--- src/hw/rtl/tcra_pkg.sv ---
// Shared types and constants for the three-class runway arbiter.
// No dependencies; every other file of the block refers to this package by scoped names.
package tcra_pkg;

	localparam int QUEUE_DEPTH = 16;
	localparam int ID_BITS     = 16;
	localparam int PTR_W       = $clog2(QUEUE_DEPTH);
	localparam int CNT_W       = $clog2(QUEUE_DEPTH + 1);
	localparam int STAMP_W     = 32;
	localparam int LIMIT_W     = 5;
	localparam int SHARE_W     = 4;
	localparam int CMP_W       = (CNT_W > LIMIT_W) ? CNT_W : LIMIT_W;
	localparam int CFG_IDX_W   = 2;
	localparam int CFG_DATA_W  = 5;
	localparam int PID_W       = 16;
	localparam int IN_W        = 40;
	localparam int OUT_W       = 88;

	typedef enum logic [1:0] {
		OP_ARR   = 2'd0,
		OP_EMG   = 2'd1,
		OP_DEP   = 2'd2,
		OP_GRANT = 2'd3
	} op_t;

	typedef enum logic [1:0] {
		CLS_ARR = 2'd0,
		CLS_EMG = 2'd1,
		CLS_DEP = 2'd2
	} cls_t;

	localparam logic [CFG_IDX_W-1:0] CFG_BACKLOG_LIMIT = 2'd0;
	localparam logic [CFG_IDX_W-1:0] CFG_SHARE_WINDOW  = 2'd1;
	localparam logic [CFG_IDX_W-1:0] CFG_DEPART_SHARE  = 2'd2;

	// A classified word handed from the front end to the back end.
	typedef struct packed {
		logic               is_grant;
		cls_t               cls;
		logic [STAMP_W-1:0] stamp;
	} cmd_t;

	// One queue entry: plane ID and request time.
	typedef struct packed {
		logic [ID_BITS-1:0] id;
		logic [STAMP_W-1:0] stamp;
	} entry_t;

	typedef struct packed {
		logic               accepted;
		logic [PID_W-1:0]   flight_id;
		cls_t               served_class;
		logic [STAMP_W-1:0] request_stamp;
		logic [STAMP_W-1:0] wait_time;
	} result_t;

endpackage

--- src/hw/rtl/three_class_runway_arbiter.sv ---
// Top level of the three-class runway arbiter: front end, back end and port packing.
// Depends on tcra_pkg, tcra_front and tcra_back.
//
// The arbiter keeps three request queues of 16 entries each (emergency, arrival,
// departure). A request word enqueues a plane into the class its op names, with ID
// 2n for arrivals or 2n+1 for departures from a running counter; a full queue
// rejects the request with accepted low. A grant word serves emergency first, then
// a departure when the share counter is below depart_share and the departure
// backlog exceeds depart_backlog_limit (both rules waived when no arrival waits),
// else an arrival, and reports the ID, class, request time and wait time. Exactly
// one result word comes out for every input word, in order. The front end buffers
// up to two input words while the back end works. In the back end a grant word that
// finds a plane goes from the idle state to a read state, because the queue memories
// have a registered read port, and no new word is taken until the read is done; the
// request rate is one word per cycle unless a result stalls. A result waiting on
// m_tready holds the back end but not the front end. Configuration registers may
// be written only while no word is in flight; there is no clearing pass after reset.
module three_class_runway_arbiter (
	input  logic                             clk,
	input  logic                             arst_n,
	input  logic                             cfg_we,
	input  logic [tcra_pkg::CFG_IDX_W-1:0]   cfg_index,
	input  logic [tcra_pkg::CFG_DATA_W-1:0]  cfg_wdata,
	input  logic                             s_tvalid,
	output logic                             s_tready,
	// Fields from bit 0 up: op [1:0], time_now [33:2], zero fill [39:34].
	input  logic [tcra_pkg::IN_W-1:0]        s_tdata,
	output logic                             m_tvalid,
	input  logic                             m_tready,
	// Fields from bit 0 up: accepted [0], flight_id [16:1], served_class [18:17],
	// request_stamp [50:19], wait_time [82:51], zero fill [87:83].
	output logic [tcra_pkg::OUT_W-1:0]       m_tdata
);

	logic              cmd_valid;
	logic              cmd_pop;
	tcra_pkg::cmd_t    cmd;
	tcra_pkg::result_t result;

	tcra_front u_front (
		.clk       (clk),
		.arst_n    (arst_n),
		.s_tvalid  (s_tvalid),
		.s_tready  (s_tready),
		.s_tdata   (s_tdata),
		.cmd_valid (cmd_valid),
		.cmd       (cmd),
		.cmd_pop   (cmd_pop)
	);

	tcra_back u_back (
		.clk        (clk),
		.arst_n     (arst_n),
		.cfg_we     (cfg_we),
		.cfg_index  (cfg_index),
		.cfg_wdata  (cfg_wdata),
		.cmd_valid  (cmd_valid),
		.cmd        (cmd),
		.cmd_pop    (cmd_pop),
		.out_valid  (m_tvalid),
		.out_ready  (m_tready),
		.out_result (result)
	);

	// First field in the lowest bits.
	assign m_tdata = {5'b0, result.wait_time, result.request_stamp,
		result.served_class, result.flight_id, result.accepted};

endmodule

--- src/hw/rtl/tcra_fifo.sv ---
// One request queue of the runway arbiter: a circular buffer with head and count.
// Depends on tcra_pkg for depth and entry layout. The head read is registered.
module tcra_fifo (
	input  logic                  clk,
	input  logic                  arst_n,
	input  logic                  push,
	input  tcra_pkg::entry_t      push_entry,
	input  logic                  pop,
	output tcra_pkg::entry_t      rd_data_q,
	output logic [tcra_pkg::CNT_W-1:0] count
);

	tcra_pkg::entry_t mem [tcra_pkg::QUEUE_DEPTH];

	logic [tcra_pkg::PTR_W-1:0] head_q;
	logic [tcra_pkg::CNT_W-1:0] cnt_q;
	logic [tcra_pkg::PTR_W:0]   tail_sum;
	logic [tcra_pkg::PTR_W-1:0] tail;
	logic [tcra_pkg::PTR_W-1:0] head_next;

	assign count = cnt_q;

	always_comb begin
		tail_sum = {1'b0, head_q} + (tcra_pkg::PTR_W + 1)'(cnt_q);
		if (tail_sum >= (tcra_pkg::PTR_W + 1)'(tcra_pkg::QUEUE_DEPTH)) begin
			tail_sum = tail_sum - (tcra_pkg::PTR_W + 1)'(tcra_pkg::QUEUE_DEPTH);
		end
		tail = tail_sum[tcra_pkg::PTR_W-1:0];
		if (head_q == tcra_pkg::PTR_W'(tcra_pkg::QUEUE_DEPTH - 1)) begin
			head_next = '0;
		end else begin
			head_next = head_q + 1'b1;
		end
	end

	always_ff @(posedge clk) begin
		if (push) begin
			mem[tail] <= push_entry;
		end
		if (pop) begin
			rd_data_q <= mem[head_q];
		end
	end

	always_ff @(posedge clk or negedge arst_n) begin
		if (!arst_n) begin
			head_q <= '0;
			cnt_q  <= '0;
		end else begin
			if (pop) begin
				head_q <= head_next;
				cnt_q  <= cnt_q - 1'b1;
			end else if (push) begin
				cnt_q <= cnt_q + 1'b1;
			end
		end
	end

endmodule

--- src/hw/rtl/tcra_front.sv ---
// Front end of the runway arbiter: accepts input words, classifies them and
// holds them in a two-entry command queue. Depends on tcra_pkg.
module tcra_front (
	input  logic                      clk,
	input  logic                      arst_n,
	input  logic                      s_tvalid,
	output logic                      s_tready,
	input  logic [tcra_pkg::IN_W-1:0] s_tdata,
	output logic                      cmd_valid,
	output tcra_pkg::cmd_t            cmd,
	input  logic                      cmd_pop
);

	tcra_pkg::cmd_t buf_q [2];
	logic           wr_ptr_q;
	logic           rd_ptr_q;
	logic [1:0]     cnt_q;
	tcra_pkg::op_t  op;
	tcra_pkg::cmd_t cmd_in;
	logic           take;

	assign s_tready  = (cnt_q != 2'd2);
	assign take      = s_tvalid && s_tready;
	assign cmd_valid = (cnt_q != 2'd0);
	assign cmd       = buf_q[rd_ptr_q];

	always_comb begin
		op              = tcra_pkg::op_t'(s_tdata[1:0]);
		cmd_in.stamp    = s_tdata[tcra_pkg::STAMP_W+1:2];
		cmd_in.is_grant = 1'b0;
		case (op)
			tcra_pkg::OP_ARR: cmd_in.cls = tcra_pkg::CLS_ARR;
			tcra_pkg::OP_EMG: cmd_in.cls = tcra_pkg::CLS_EMG;
			tcra_pkg::OP_DEP: cmd_in.cls = tcra_pkg::CLS_DEP;
			default: begin
				cmd_in.cls      = tcra_pkg::CLS_ARR;
				cmd_in.is_grant = 1'b1;
			end
		endcase
	end

	always_ff @(posedge clk) begin
		if (take) begin
			buf_q[wr_ptr_q] <= cmd_in;
		end
	end

	always_ff @(posedge clk or negedge arst_n) begin
		if (!arst_n) begin
			wr_ptr_q <= 1'b0;
			rd_ptr_q <= 1'b0;
			cnt_q    <= 2'd0;
		end else begin
			if (take) begin
				wr_ptr_q <= ~wr_ptr_q;
			end
			if (cmd_pop) begin
				rd_ptr_q <= ~rd_ptr_q;
			end
			case ({take, cmd_pop})
				2'b10:   cnt_q <= cnt_q + 1'b1;
				2'b01:   cnt_q <= cnt_q - 1'b1;
				default: cnt_q <= cnt_q;
			endcase
		end
	end

endmodule

--- src/hw/rtl/tcra_back.sv ---
// Back end of the runway arbiter: configuration registers, the three class queues,
// the grant decision, ID and share counters, and the result register.
// Depends on tcra_pkg and tcra_fifo.
module tcra_back (
	input  logic                            clk,
	input  logic                            arst_n,
	input  logic                            cfg_we,
	input  logic [tcra_pkg::CFG_IDX_W-1:0]  cfg_index,
	input  logic [tcra_pkg::CFG_DATA_W-1:0] cfg_wdata,
	input  logic                            cmd_valid,
	input  tcra_pkg::cmd_t                  cmd,
	output logic                            cmd_pop,
	output logic                            out_valid,
	input  logic                            out_ready,
	output tcra_pkg::result_t               out_result
);

	typedef enum logic [1:0] {
		ST_IDLE = 2'b01,
		ST_READ = 2'b10
	} state_t;

	state_t                              state_q;
	logic                                out_valid_q;
	tcra_pkg::result_t                   result_q;
	logic [tcra_pkg::ID_BITS-2:0]        id_ctr_q;
	logic [tcra_pkg::SHARE_W-1:0]        share_q;
	logic [tcra_pkg::LIMIT_W-1:0]        limit_q;
	logic [tcra_pkg::SHARE_W-1:0]        window_q;
	logic [tcra_pkg::SHARE_W-1:0]        dshare_q;
	tcra_pkg::cls_t                      sel_cls_q;
	logic [tcra_pkg::STAMP_W-1:0]        now_q;

	logic [tcra_pkg::CNT_W-1:0] emg_cnt, arr_cnt, dep_cnt, tgt_cnt;
	tcra_pkg::entry_t           emg_rd, arr_rd, dep_rd, sel_rd;
	tcra_pkg::entry_t           new_entry;
	logic [tcra_pkg::ID_BITS-1:0] new_id;
	logic [31:0]                id_ext;
	logic                       slot_free, do_cmd, full, req_ok;
	logic                       emg_ne, arr_e, dep_ne, any_ne, dep_pick, do_grant;
	tcra_pkg::cls_t             gcls;
	logic                       out_load;
	tcra_pkg::result_t          res_d;
	logic [tcra_pkg::SHARE_W:0] share_inc;

	assign out_valid  = out_valid_q;
	assign out_result = result_q;
	assign slot_free  = !out_valid_q || out_ready;
	assign do_cmd     = (state_q == ST_IDLE) && cmd_valid && slot_free;
	assign cmd_pop    = do_cmd;

	always_comb begin
		case (cmd.cls)
			tcra_pkg::CLS_EMG: tgt_cnt = emg_cnt;
			tcra_pkg::CLS_DEP: tgt_cnt = dep_cnt;
			default:           tgt_cnt = arr_cnt;
		endcase
		full      = (tgt_cnt == tcra_pkg::CNT_W'(tcra_pkg::QUEUE_DEPTH));
		new_id    = {id_ctr_q, cmd.cls == tcra_pkg::CLS_DEP};
		new_entry = '{id: new_id, stamp: cmd.stamp};
		req_ok    = do_cmd && !cmd.is_grant && !full;

		// Emergency first, then a departure when both the share and backlog rules
		// allow it (either rule is waived when no arrival waits), else an arrival.
		emg_ne   = (emg_cnt != '0);
		arr_e    = (arr_cnt == '0);
		dep_ne   = (dep_cnt != '0);
		any_ne   = emg_ne || !arr_e || dep_ne;
		dep_pick = dep_ne && ((share_q < dshare_q) || arr_e)
			&& ((tcra_pkg::CMP_W'(dep_cnt) > tcra_pkg::CMP_W'(limit_q)) || arr_e);
		if (emg_ne) begin
			gcls = tcra_pkg::CLS_EMG;
		end else if (dep_pick) begin
			gcls = tcra_pkg::CLS_DEP;
		end else begin
			gcls = tcra_pkg::CLS_ARR;
		end
		do_grant = do_cmd && cmd.is_grant && any_ne;

		share_inc = {1'b0, share_q} + 1'b1;

		case (sel_cls_q)
			tcra_pkg::CLS_EMG: sel_rd = emg_rd;
			tcra_pkg::CLS_DEP: sel_rd = dep_rd;
			default:           sel_rd = arr_rd;
		endcase

		out_load = (do_cmd && !do_grant) || (state_q == ST_READ);

		res_d = '0;
		if (state_q == ST_READ) begin
			id_ext              = 32'(sel_rd.id);
			res_d.accepted      = 1'b1;
			res_d.flight_id     = id_ext[tcra_pkg::PID_W-1:0];
			res_d.served_class  = sel_cls_q;
			res_d.request_stamp = sel_rd.stamp;
			res_d.wait_time     = now_q - sel_rd.stamp;
		end else begin
			id_ext = 32'(new_id);
			if (!cmd.is_grant) begin
				res_d.accepted      = !full;
				res_d.flight_id     = full ? '0 : id_ext[tcra_pkg::PID_W-1:0];
				res_d.served_class  = cmd.cls;
				res_d.request_stamp = cmd.stamp;
			end
		end
	end

	tcra_fifo u_emg (
		.clk        (clk),
		.arst_n     (arst_n),
		.push       (req_ok && cmd.cls == tcra_pkg::CLS_EMG),
		.push_entry (new_entry),
		.pop        (do_grant && gcls == tcra_pkg::CLS_EMG),
		.rd_data_q  (emg_rd),
		.count      (emg_cnt)
	);

	tcra_fifo u_arr (
		.clk        (clk),
		.arst_n     (arst_n),
		.push       (req_ok && cmd.cls == tcra_pkg::CLS_ARR),
		.push_entry (new_entry),
		.pop        (do_grant && gcls == tcra_pkg::CLS_ARR),
		.rd_data_q  (arr_rd),
		.count      (arr_cnt)
	);

	tcra_fifo u_dep (
		.clk        (clk),
		.arst_n     (arst_n),
		.push       (req_ok && cmd.cls == tcra_pkg::CLS_DEP),
		.push_entry (new_entry),
		.pop        (do_grant && gcls == tcra_pkg::CLS_DEP),
		.rd_data_q  (dep_rd),
		.count      (dep_cnt)
	);

	always_ff @(posedge clk) begin
		if (out_load) begin
			result_q <= res_d;
		end
		if (do_grant) begin
			sel_cls_q <= gcls;
			now_q     <= cmd.stamp;
		end
	end

	always_ff @(posedge clk or negedge arst_n) begin
		if (!arst_n) begin
			state_q     <= ST_IDLE;
			out_valid_q <= 1'b0;
			id_ctr_q    <= '0;
			share_q     <= '0;
			limit_q     <= tcra_pkg::LIMIT_W'(5);
			window_q    <= tcra_pkg::SHARE_W'(10);
			dshare_q    <= tcra_pkg::SHARE_W'(4);
		end else begin
			if (cfg_we) begin
				case (cfg_index)
					tcra_pkg::CFG_BACKLOG_LIMIT: limit_q  <= cfg_wdata;
					tcra_pkg::CFG_SHARE_WINDOW:  window_q <= cfg_wdata[tcra_pkg::SHARE_W-1:0];
					tcra_pkg::CFG_DEPART_SHARE:  dshare_q <= cfg_wdata[tcra_pkg::SHARE_W-1:0];
					default: ;
				endcase
			end

			if (out_load) begin
				out_valid_q <= 1'b1;
			end else if (out_ready) begin
				out_valid_q <= 1'b0;
			end

			if (req_ok) begin
				id_ctr_q <= id_ctr_q + 1'b1;
			end

			if (do_grant) begin
				state_q <= ST_READ;
				if (gcls != tcra_pkg::CLS_EMG) begin
					if (share_inc >= {1'b0, window_q}) begin
						share_q <= '0;
					end else begin
						share_q <= share_inc[tcra_pkg::SHARE_W-1:0];
					end
				end
			end else if (state_q == ST_READ) begin
				state_q <= ST_IDLE;
			end
		end
	end

endmodule

--- config.mk ---
export PLATFORM = sky130hd
export DESIGN_NAME = three_class_runway_arbiter
export DESIGN_NICKNAME = d
export VERILOG_FILES = /design/src/hw/rtl/tcra_pkg.sv /design/src/hw/rtl/three_class_runway_arbiter.sv /design/src/hw/rtl/tcra_fifo.sv /design/src/hw/rtl/tcra_front.sv /design/src/hw/rtl/tcra_back.sv
export SDC_FILE = /design/constraint.sdc
export NUM_CORES = 2
export LEC_CHECK = 0
export BUFFER_PORTS_ARGS = -buffer_cell sky130_fd_sc_hd__buf_2
export CAP_MARGIN = 20
export CORE_MARGIN = 4
export CORE_UTILIZATION = 30
export CTS_CLUSTER_SIZE = 25
export DETAILED_ROUTE_END_ITERATION = 8
export PLACE_DENSITY = 0.51
export RECOVER_POWER = 25
export REMOVE_ABC_BUFFERS = 1
export SYNTH_ARGS = -nofsm -noshare
export SYNTH_HDL_FRONTEND = slang
export SYNTH_SLANG_ARGS = --single-unit
export TNS_END_PERCENT = 10
--- constraint.sdc ---
create_clock -name clk -period 9.25 [get_ports clk]
set_clock_uncertainty 0.15 [all_clocks]
set_input_delay 0.925 -clock clk [delete_from_list [all_inputs] [get_ports clk]]
set_output_delay 0.925 -clock clk [all_outputs]
set_load 0.01 [all_outputs]
==> results.py <==
metrics = {
    "run_status": {
        "status": "finished, violations left",
        "violations": "max-capacitance violations, max-slew violations",
    },
    "setup_path": {
        "path_cells": "clkbuf_1 -> mux2_2 -> clkbuf_1 -> nand3_1 -> o21ai_0",
        "end_kind": "flip-flop",
        "worstPathArrival_ns": 6.28,
        "worstSetupPathType": "reg2reg",
        "cp_top_family": "buffers and inverters",
        "slowest_delay_ns": 1.99,
        "start_kind": "flip-flop",
        "required_ns": 9.58,
        "cp_common_cell": "clkbuf_1",
        "cp_slowest_cell": "clkbuf_1",
        "path_buf_inv": 2,
        "cp_max_fo": 50,
    },
    "pwr": {
        "seqPwrFrac_pct": 45.9,
        "p_switching_mw": 10.3,
        "power_density_nw_per_um2": 286,
        "combPwrFrac_pct": 22.1,
        "p_int_mw": 24.4,
        "leakage_nw": 38.0,
        "swShare_pct": 29.6,
        "ir_worst_vdd_mv": 0.260,
        "p_clk_share_pct": 32.0,
    },
    "cts": {
        "cts_tree": "done",
        "cts-root-buf": "clkbuf_16",
        "insertion_delay_ns": 0.87,
        "cts_resized": 0,
        "clkTransAtPathRegs_ns": 0.06,
        "ctsHtreeMaxLevel": 5,
        "cts_buffers": 288,
        "cts_max_path_buffers": 4,
        "cts.sinks": 2701,
    },
    "finish": {
        "final_cells": 10481,
        "finalNetCount": 5773,
        "synthToLayoutAreaGrowth_pct": 15.1,
        "multiInputGateArea_um2": 23800,
        "drive_above_1_share_pct": 22.1,
        "fill_cells": 32585,
        "final-seq-area_um2": 80800,
    },
    "grt": {
        "grt_pass1_vias": 54177,
        "grt_max_degree": 129,
        "grt_pass1_wl_um": 401000,
        "antenna_found_initial": 28,
        "grt.total_usage_pct": 15.3,
        "gr-total-overflow": 0,
    },
    "flow_run": {
        "maxCapViolations": 35,
    },
    "floorplanning": {
        "coreArea_um2": 350000,
        "rows": 217,
        "die_y_um": 601,
        "die_w_um": 601,
        "fp.dieArea_um2": 361000,
        "ioPinCount": 142,
        "initial_core_util_pct": 30.1,
    },
    "timing": {
        "tightest_slew_ns": 3.61,
        "max-slew-margin-rel_pct": -140,
        "rsz0062_at_grt": "false",
        "finalCritPeriodShare_pct": 64.4,
        "max_freq_mhz": 168,
        "drv_slew": 1675,
        "worst_slack_ns": 3.29,
        "setup_viol": 0,
        "period_needed_ns": 5.96,
        "final_hold_viol_count": 0,
    },
    "synthesis": {
        "synth_edf_count": 2635,
        "netlist_instances": 5338,
        "async_flop_share_pct": 2.44,
        "synth_area_um2": 105000,
        "synth_cell_types": 87,
        "synth_warnings": 0,
        "synth_commonest_cells": "edfxtp_1 (2635), mux4_2 (432), mux2i_1 (294)",
        "synth_compound_area_share_pct": 4.84,
        "synthAdderAreaFrac_pct": 0.926,
        "synth-seq-area-share_pct": 76.7,
        "synth_ff_type": "edfxtp_1",
        "synth.most_common_cell": "edfxtp_1",
        "synth_top_family_by_area": "multiplexers",
        "synthSimpleGateAreaFrac_pct": 2.23,
        "synth-xor-area-share_pct": 0.524,
        "synthTopCellsByArea": "edfxtp_1 (75%), mux4_2 (9.2%), mux2i_1 (2.8%), mux2_2 (1.5%), dfrtp_1 (1.4%)",
        "synth_mux_area_share_pct": 13.6,
        "synth.top_cell.area_share_pct": 75.1,
        "postSynthAreaPerCell_um2": 19.7,
        "yosysTopAreaCell": "edfxtp_1",
        "synth-seq-cells": 2701,
    },
    "detailed_routing": {
        "firstDrtPassIters": 6,
        "vias": 52972,
        "finalWirelength_um": 284000,
        "postRouteAntennaNets": 0,
        "first_iter_violations": 5314,
        "via_per_inst": 5.05,
        "drc": 0,
        "avgRoutedWirePerCell_um": 27.1,
    },
    "placement": {
        "routabilityCongestion": 0.765,
        "port_buffers": 130,
        "place_ws_ns": 3.52,
        "hpwl_um": 158000,
        "place_inst": 9950,
    },
    "worst_hold_path": {
        "hold_path_class": "in2reg",
    },
}
[area by class of cell]
type	count	area share, %
multi-input combinational	2323	19.6
timing repair buffer	288	1.49
clock inverter	156	1.02
sequential	2701	66.6
antenna	9	0.0186
tap	4599	4.74
inverter	44	0.137
clock buffer	361	6.36
[worst paths after layout]
| check | depth (start not counted) | start | endpoint | slack [ns] |
|---|---|---|---|---|
| max | 5 | u_front.rd_ptr_q | u_back.out_result[63] | 3.29 |
| max in group asynchronous | 3 | arst_n | u_back.u_emg.head_q[1] | 4.13 |
| min | 1 | s_tdata[17] | u_front.buf_q[1][15] | 0.12 |
| min reg2reg | 1 | u_back.id_ctr_q[14] | u_back.id_ctr_q[14] | 0.33 |
| max reg2reg | 5 | u_front.rd_ptr_q | u_back.out_result[63] | 3.29 |
| min in group asynchronous | 2 | arst_n | u_back.window_q[0] | 0.48 |
[worst register-to-register path, stage by stage (launching register included)]
cell,delay (ns)
dfrtp_1,0.49
clkbuf_1,1.74
mux2_2,0.44
clkbuf_1,1.99
nand3_1,0.26
o21ai_0,0.55
[sequential cells by signal, indices dropped and copies added (netlist names), 48 cells and up]
name and flops:
u_back.u_arr.rd_data_q 48, u_back.u_dep.rd_data_q 48, u_back.u_dep.mem 768, u_back.out_result 83, u_back.u_arr.mem 768, u_front.buf_q 70
u_back.u_emg.mem 768, u_back.u_emg.rd_data_q 48
[layer usage]
layer | up-vias | routed length [um] | track usage, %
met5 | - | 114 | 0
met4 | 18 | 9180 | 4.78
met3 | 421 | 16700 | 2.49
met2 | 1658 | 134000 | 24.4
met1 | 28267 | 124000 | 21.4
li1 | 22608 | - | -
[repair_timing]
action,in CTS,in global routing
buffers inserted,0,0
hold buffers,1,0
endpoints found under the hold margin,9,0
[stage by stage]
stage,setup TNS [ns],total power [mW],hold WS (ns),cell area [um^2],util [%]
3_5_place_dp,0,23.9,0.326,112000,32.1
4_1_cts,0,35.1,0.0521,121000,34.7
3_3_place_gp,0,23.8,0.329,112000,32.1
6_report,0,34.7,0.122,121000,34.7
2_1_floorplan,-8551.78,21.8,0.311,104000,-
5_1_grt,0,36.1,0.0618,121000,34.7
[kinds of logic (layout without fill, tap and decap cells)]
family                   Yosys count  in the layout
flip-flops                      2701           2701
AO/OA/AOI/OAI                    805            805
XOR/XNOR                          63             63
multiplexers                     872            872
other                              1             14
buffers and inverters            318            849
AND/OR/NAND/NOR                  503            503
adder cells (fa/ha/maj)           75             75
[layout by cell type (no fill, tap or decap), types with 13 or more instances in the layout]
| cell type | instances |
|---|---|
| a21o_1 | 28 |
| a21oi_1 | 183 |
| a221oi_1 | 96 |
| a22oi_1 | 144 |
| and3_1 | 13 |
| buf_2 | 98 |
| buf_4 | 116 |
| bufinv_16 | 17 |
| clkbuf_1 | 124 |
| clkbuf_16 | 298 |
| clkinv_1 | 66 |
| clkinv_2 | 55 |
| dfrtp_1 | 48 |
| edfxtp_1 | 2635 |
| ha_1 | 67 |
| inv_1 | 41 |
| mux2_2 | 138 |
| mux2i_1 | 294 |
| mux4_2 | 432 |
| nand2_1 | 185 |
| nand2b_1 | 19 |
| nand3_1 | 54 |
| nor2_1 | 94 |
| nor2_4 | 37 |
| nor3_1 | 16 |
| nor3_2 | 13 |
| o21ai_0 | 257 |
| o22ai_1 | 16 |
| xnor2_1 | 35 |
| xor2_1 | 28 |
[power groups by stage]
stage          registers [mW]  logic (mW)  clock network (mW)
3_3_place_gp             16.1        7.68                   0
6_report                 15.9        7.67                11.1
4_1_cts                  15.9        7.82                11.3
2_1_floorplan            16.7        5.11                   0
5_1_grt                  16.0        8.29                11.8
3_5_place_dp             16.1        7.81                   0
No activity file was read; power rests on OpenSTA's default activity.
